### src/rtl/cep_queue.sv
// small register queue between the front and back pipelines
module cep_queue #(
	parameter int W     = 8,
	parameter int DEPTH = 4
) (
	input  logic         clk,
	input  logic         arst_n,
	input  logic         push,
	input  logic [W-1:0] wdata,
	input  logic         pop,
	output logic [W-1:0] rdata,
	output logic         full,
	output logic         empty
);

	localparam int AW = (DEPTH > 1) ? $clog2(DEPTH) : 1;
	localparam int CW = $clog2(DEPTH + 1);

	logic [W-1:0]  mem_q [DEPTH];
	logic [AW-1:0] wr_q;
	logic [AW-1:0] rd_q;
	logic [CW-1:0] cnt_q;

	assign full  = cnt_q == CW'(DEPTH);
	assign empty = cnt_q == '0;
	assign rdata = mem_q[rd_q];

	always_ff @(posedge clk or negedge arst_n) begin
		if (!arst_n) begin
			wr_q  <= '0;
			rd_q  <= '0;
			cnt_q <= '0;
		end else begin
			if (push) begin
				wr_q <= (wr_q == AW'(DEPTH - 1)) ? '0 : wr_q + 1'b1;
			end
			if (pop) begin
				rd_q <= (rd_q == AW'(DEPTH - 1)) ? '0 : rd_q + 1'b1;
			end
			case ({push, pop})
				2'b10:   cnt_q <= cnt_q + 1'b1;
				2'b01:   cnt_q <= cnt_q - 1'b1;
				default: cnt_q <= cnt_q;
			endcase
		end
	end

	always_ff @(posedge clk) begin
		if (push) begin
			mem_q[wr_q] <= wdata;
		end
	end

endmodule

### config.mk
export PLATFORM = sky130hd
export DESIGN_NAME = cep_queue
export DESIGN_NICKNAME = d
export VERILOG_FILES = /design/src/rtl/cep_queue.sv
export SDC_FILE = /design/constraint.sdc
export NUM_CORES = 1
export LEC_CHECK = 0
export BUFFER_PORTS_ARGS = -buffer_cell sky130_fd_sc_hd__buf_2
export CAP_MARGIN = 20
export CORE_MARGIN = 3
export CORE_UTILIZATION = 59
export CTS_CLUSTER_SIZE = 12
export DETAILED_ROUTE_END_ITERATION = 12
export PLACE_DENSITY_LB_ADDON = 0.2
export SLEW_MARGIN = 30
export SYNTH_ARGS = -nofsm -noshare
export SYNTH_HDL_FRONTEND = slang
export SYNTH_SLANG_ARGS = --single-unit
### constraint.sdc
create_clock -name clk -period 2.2 [get_ports clk]
set_clock_uncertainty 0.15 [all_clocks]
set_input_delay 0.11 -clock clk [delete_from_list [all_inputs] [get_ports clk]]
set_output_delay 0.11 -clock clk [all_outputs]
set_load 0.02 [all_outputs]
# [Word level (Yosys, flattened, before mapping)]
# Memory sizes are Yosys's and may differ from the RTL's.
# Index checks and enable logic that the tools add are counted.
[totals] mem_bits_rw=32 wordCells=20 in_bits=12 mem_count=1 reg_bits=7
[classes] n_mux=5 eq_ne=5 n_addsub=4 reduce_logical=2
[mem_list] name="mem_q" words=4 word_bits=8 rd=1 rd_ports_with_merged_regs=0 wr=1 line_no="19" text="logic [W-1:0] mem_q [DEPTH];"
[ops] op="$eq 2x2->1 const B" count=3
[ops] op="$pmux 3 s2" count=1
[ops] op="$add 2x1->2 const B" count=2
[ops] op="$mux 2" count=2
[ops] op="$add 3x1->3 const B" count=1
[ops] op="$eq 3x3->1 const B" count=1
[ops] op="$logic_not 3->1" count=1
[ops] op="$sub 3x1->3 const B" count=1
[ops] op="$eq 2x1->1 const B" count=1
[ops] op="$mux 1" count=2
[ops] op="$reduce_bool 2->1" count=1

# [Logic depth before layout (Yosys ltp)]
[depth] ltp_word=2 depth_mapped=7

# [Worst setup path after synthesis]
# Ideal clock, no wire load.
[synth_timing] path_type="reg2reg" startpoint="register cnt_q[0]" endpoint="register cnt_q[2]" stages_incl_launch_ff=6 slack_ps=747 t_arrival_ps=1223 setup_ps=79 path_buffers=0 cell_sequence="dfrtp_1 -> inv_1 -> fa_1 -> xor2_1 -> nor2_1 -> xor2_1"
[synth_via] elab_chain_len=2 elab_cells_between_ends=3 cone_classes="2 x add/sub; 1 x mux"
[synth_lines] element="from (decl)" line_no="22" text="logic [CW-1:0] cnt_q;"
[synth_lines] element="from (signal assigned)" line_no="41" text="2'b10: cnt_q <= cnt_q + 1'b1;"
[synth_lines] element="from (signal assigned)" line_no="42" text="2'b01: cnt_q <= cnt_q - 1'b1;"
[synth_lines] element="from (signal assigned)" line_no="43" text="default: cnt_q <= cnt_q;"
[synth_lines] element="$sub 3x1->3 / $add 3x1->3 (equally long branches)" line_no="42, 41"
[synth_lines] element="$pmux 3 s2 *" line_no="40" text="case ({push, pop})"
# Mark *: on every way between the ends. The rest lies on a longest branch, timed or not.
# A chain may end at the register's enable or synchronous reset.

# [Worst setup path after layout]
[layout_timing] startpoint="register rd_q[0]" endpoint="output port rdata[3]"
[layout_via] elab_chain_len=1
[layout_lines] element="from (decl)" line_no="21" text="logic [AW-1:0] rd_q;"
[layout_lines] element="from (signal assigned)" line_no="38" text="rd_q <= (rd_q == AW'(DEPTH - 1)) ? '0 : rd_q + 1'b1;"
[layout_lines] element="$mem_v2 4x8"
[layout_lines] element="to (decl)" line_no="11" text="output logic [W-1:0] rdata,"
# Every way passes these cells.

==> out/summary.txt <==
Outcome -> finished, final reports clean
Worst Path Required -> 1.94 ns
# Post-CTS Setup Buffers -> 0
Hold Slack -> 0.356 ns
Highest Signal Layer -> met4
Cell Pwr Density -> 1140 nW/um2
Gr ovfl total -> 0
Die area -> 3320 um2
Die Ht -> 57.6 um
# IOs -> 22
TNS Setup -> 0 ns
Critical path cell sequence -> mux4_2 > buf_2
CTS HTree Levels -> 2
GP Congestion -> 0.628
RR Endpoint -> cnt_q[2]
Post-Syn Instances -> 80
Worst-path fanout max -> 11
Layout Cells excl Fill -> 149
Worst Hold Class -> reg2reg
Final setup viols -> 0
GRT Overall Usage -> 17.1%
Period Utilization, post-route -> 86.6%
CTS buffer count -> 5
Core Util, Final -> 74.8%
Cell family with most CP delay -> flip-flops
Pins over their slew limit -> 0
Clock transition at path regs -> 0.11 ns
Met2 WL -> 1200 um
DRC violations left -> 0
Share of cells above drive strength 1 -> 31.9%
Max cap viols -> 0
Unrepaired setup endpoints after global routing -> no
Post-route ant nets -> 0
Vias -> 796
Root Buffer -> clkbuf_4
CP arrival -> 1.65 ns
Area Growth Syn to Fin -> 18.9%
Worst-Margin Slew -> 0.440 ns
Final hold vios -> 0
Detailed-routed wire length on met3 -> 129 um
N_diodes -> 0
1st-iter DRT viols -> 21
WS Path Type -> reg2out
Initial antenna violation count -> 0
Largest net degree at the start of global routing -> 12
Syn. warnings -> 0
WL final -> 2360 um
Reg2Reg Setup Slack -> 0.63 ns
Reg-to-Reg Start -> cnt_q[0]
Die width -> 57.6 um
Clock Latency Late Sink -> 0.34 ns
Final min period -> 1.91 ns
Synth Register Bits -> 39
Synthesized net count -> 99
Pre-Repair DR Iteration Count -> 3
Hold Crit Start -> cnt_q[2]
Post-synth cell types -> 19
Hpwl dp -> 1590 um
Critical Path Start Type -> register
# clock sinks -> 39
Design Power -> 2.14 mW
Clock buffer depth -> 2
Nets -> 137
Placed instance count -> 129
Number of global-route vias before repair -> 814
Worst Setup End Kind -> output pin
Leak pwr -> 0.726 nW
Slowest cell on crit path -> dfrtp_2
Slowest cell delay on critical path -> 0.57 ns
Initial Utilization -> 62.9%
Worst rel slew slack -> 70.7%
Syn_area_per_cell -> 19.7 um2
WHS Path Cells -> 1
Register-to-Register Path Depth -> 5
Netlist area before placement -> 1570 um2
FMAX -> 525 MHz
DR vias/cell -> 5.34
CTS tree -> built
Maximum VDD drop -> 0.843 mV
Core box area -> 2500 um2
Sequential share of the synthesized area -> 72.2%
Post-Route M1 WL -> 999 um
Global-route wire length before repair -> 3950 um
Wirelength per Cell -> 15.9 um
Worst path bufs/invs -> 1
# rows -> 18
Hold worst-path end -> cnt_q[2]
I/O Buffers -> 21
## flip-flops by register name (all words and copies together), names as in the netlist
signal	cells
cnt_q	3
mem_q	32
rd_q	2
wr_q	2
## cells in the final DEF (no fill, tap or decap), types with 2 or more instances in the layout
cell type,n
o21ai_0,2
clkbuf_4,5
clkbuf_1,2
nor2_1,2
edfxtp_1,32
dfrtp_1,6
dlygate4sd3_1,12
xor2_1,2
ha_1,6
mux4_2,8
inv_1,6
and2_1,4
mux2_2,2
buf_2,21
## cell families after synthesis
| family | synth area share (%) |
|---|---|
| simple gates | 3.42 |
| xor+xnor | 1.67 |
| flops | 72.2 |
| buf+inv | 2.47 |
| compound gates | 0.636 |
| fa+ha+maj | 6.05 |
| mux | 13.5 |
## worst max path at each step
stage,slack [ns],start,to,depth (start not counted)
3_3_place_gp,0.48,rd_q[0],rdata[3],2
4_1_cts,0.05,rd_q[0],rdata[6],2
2_1_floorplan,0.75,cnt_q[0],cnt_q[2],5
6_report,0.29,rd_q[0],rdata[3],2
3_5_place_dp,0.45,rd_q[0],rdata[3],2
5_1_grt,0.16,rd_q[0],rdata[6],2
## power by group
| part | internal, mW | total, mW | switching [mW] | leakage, nW |
|---|---|---|---|---|
| Combinational | 0.339 | 0.696 | 0.357 | 0.321 |
| Sequential | 0.972 | 1.11 | 0.140 | 0.376 |
| Clock | 0.125 | 0.333 | 0.208 | 0.0293 |
## synth_stat cells, drive strengths merged
cell type / instances / area, um2
edfxtp: 32 / 961
mux4: 8 / 180
dfrtp: 7 / 175
ha: 6 / 75.1
inv: 6 / 22.5
and2: 4 / 25.0
buf: 2 / 16.3
mux2: 2 / 22.5
nor2: 2 / 7.51
o21ai: 2 / 10.0
xor2: 2 / 17.5
and3: 1 / 6.26
fa: 1 / 20.0
mux2i: 1 / 10.0
nand2: 1 / 3.75
nor3: 1 / 5.00
or3: 1 / 6.26
xnor2: 1 / 8.76
## metrics by stage
step / setup slack (ns) / cell area (um2)
after floorplan: 0.747 / 1570
after global placement: 0.482 / 1700
after detailed placement: 0.453 / 1700
after CTS: 0.0519 / 1870
after global routing: 0.164 / 1870
final: 0.295 / 1870
## layout make-up
type | count | area [um2]
Sequential cell | 39 | 1140
Fill cell | 154 | 629
Multi-Input combinational cell | 33 | 398
Timing Repair Buffer | 33 | 225
Clock buffer | 7 | 45.0
Tap cell | 30 | 37.5
Inverter | 6 | 22.5
Clock inverter | 1 | 5.00
## what timing repair did
item / CTS / global route
resized for setup: 0 / 1
endpoints found under the setup margin: 0 / 8
hold endpoints to repair: 43 / 0
hold buffers: 12 / 0
## layer usage
metal  vias to the layer above  track usage, %
met5                         -               0
met4                         0            5.96
met3                         4            7.35
met2                        21            26.8
met1                       392            21.7
li1                        379               -
No activity file was read; power rests on OpenSTA's default activity.
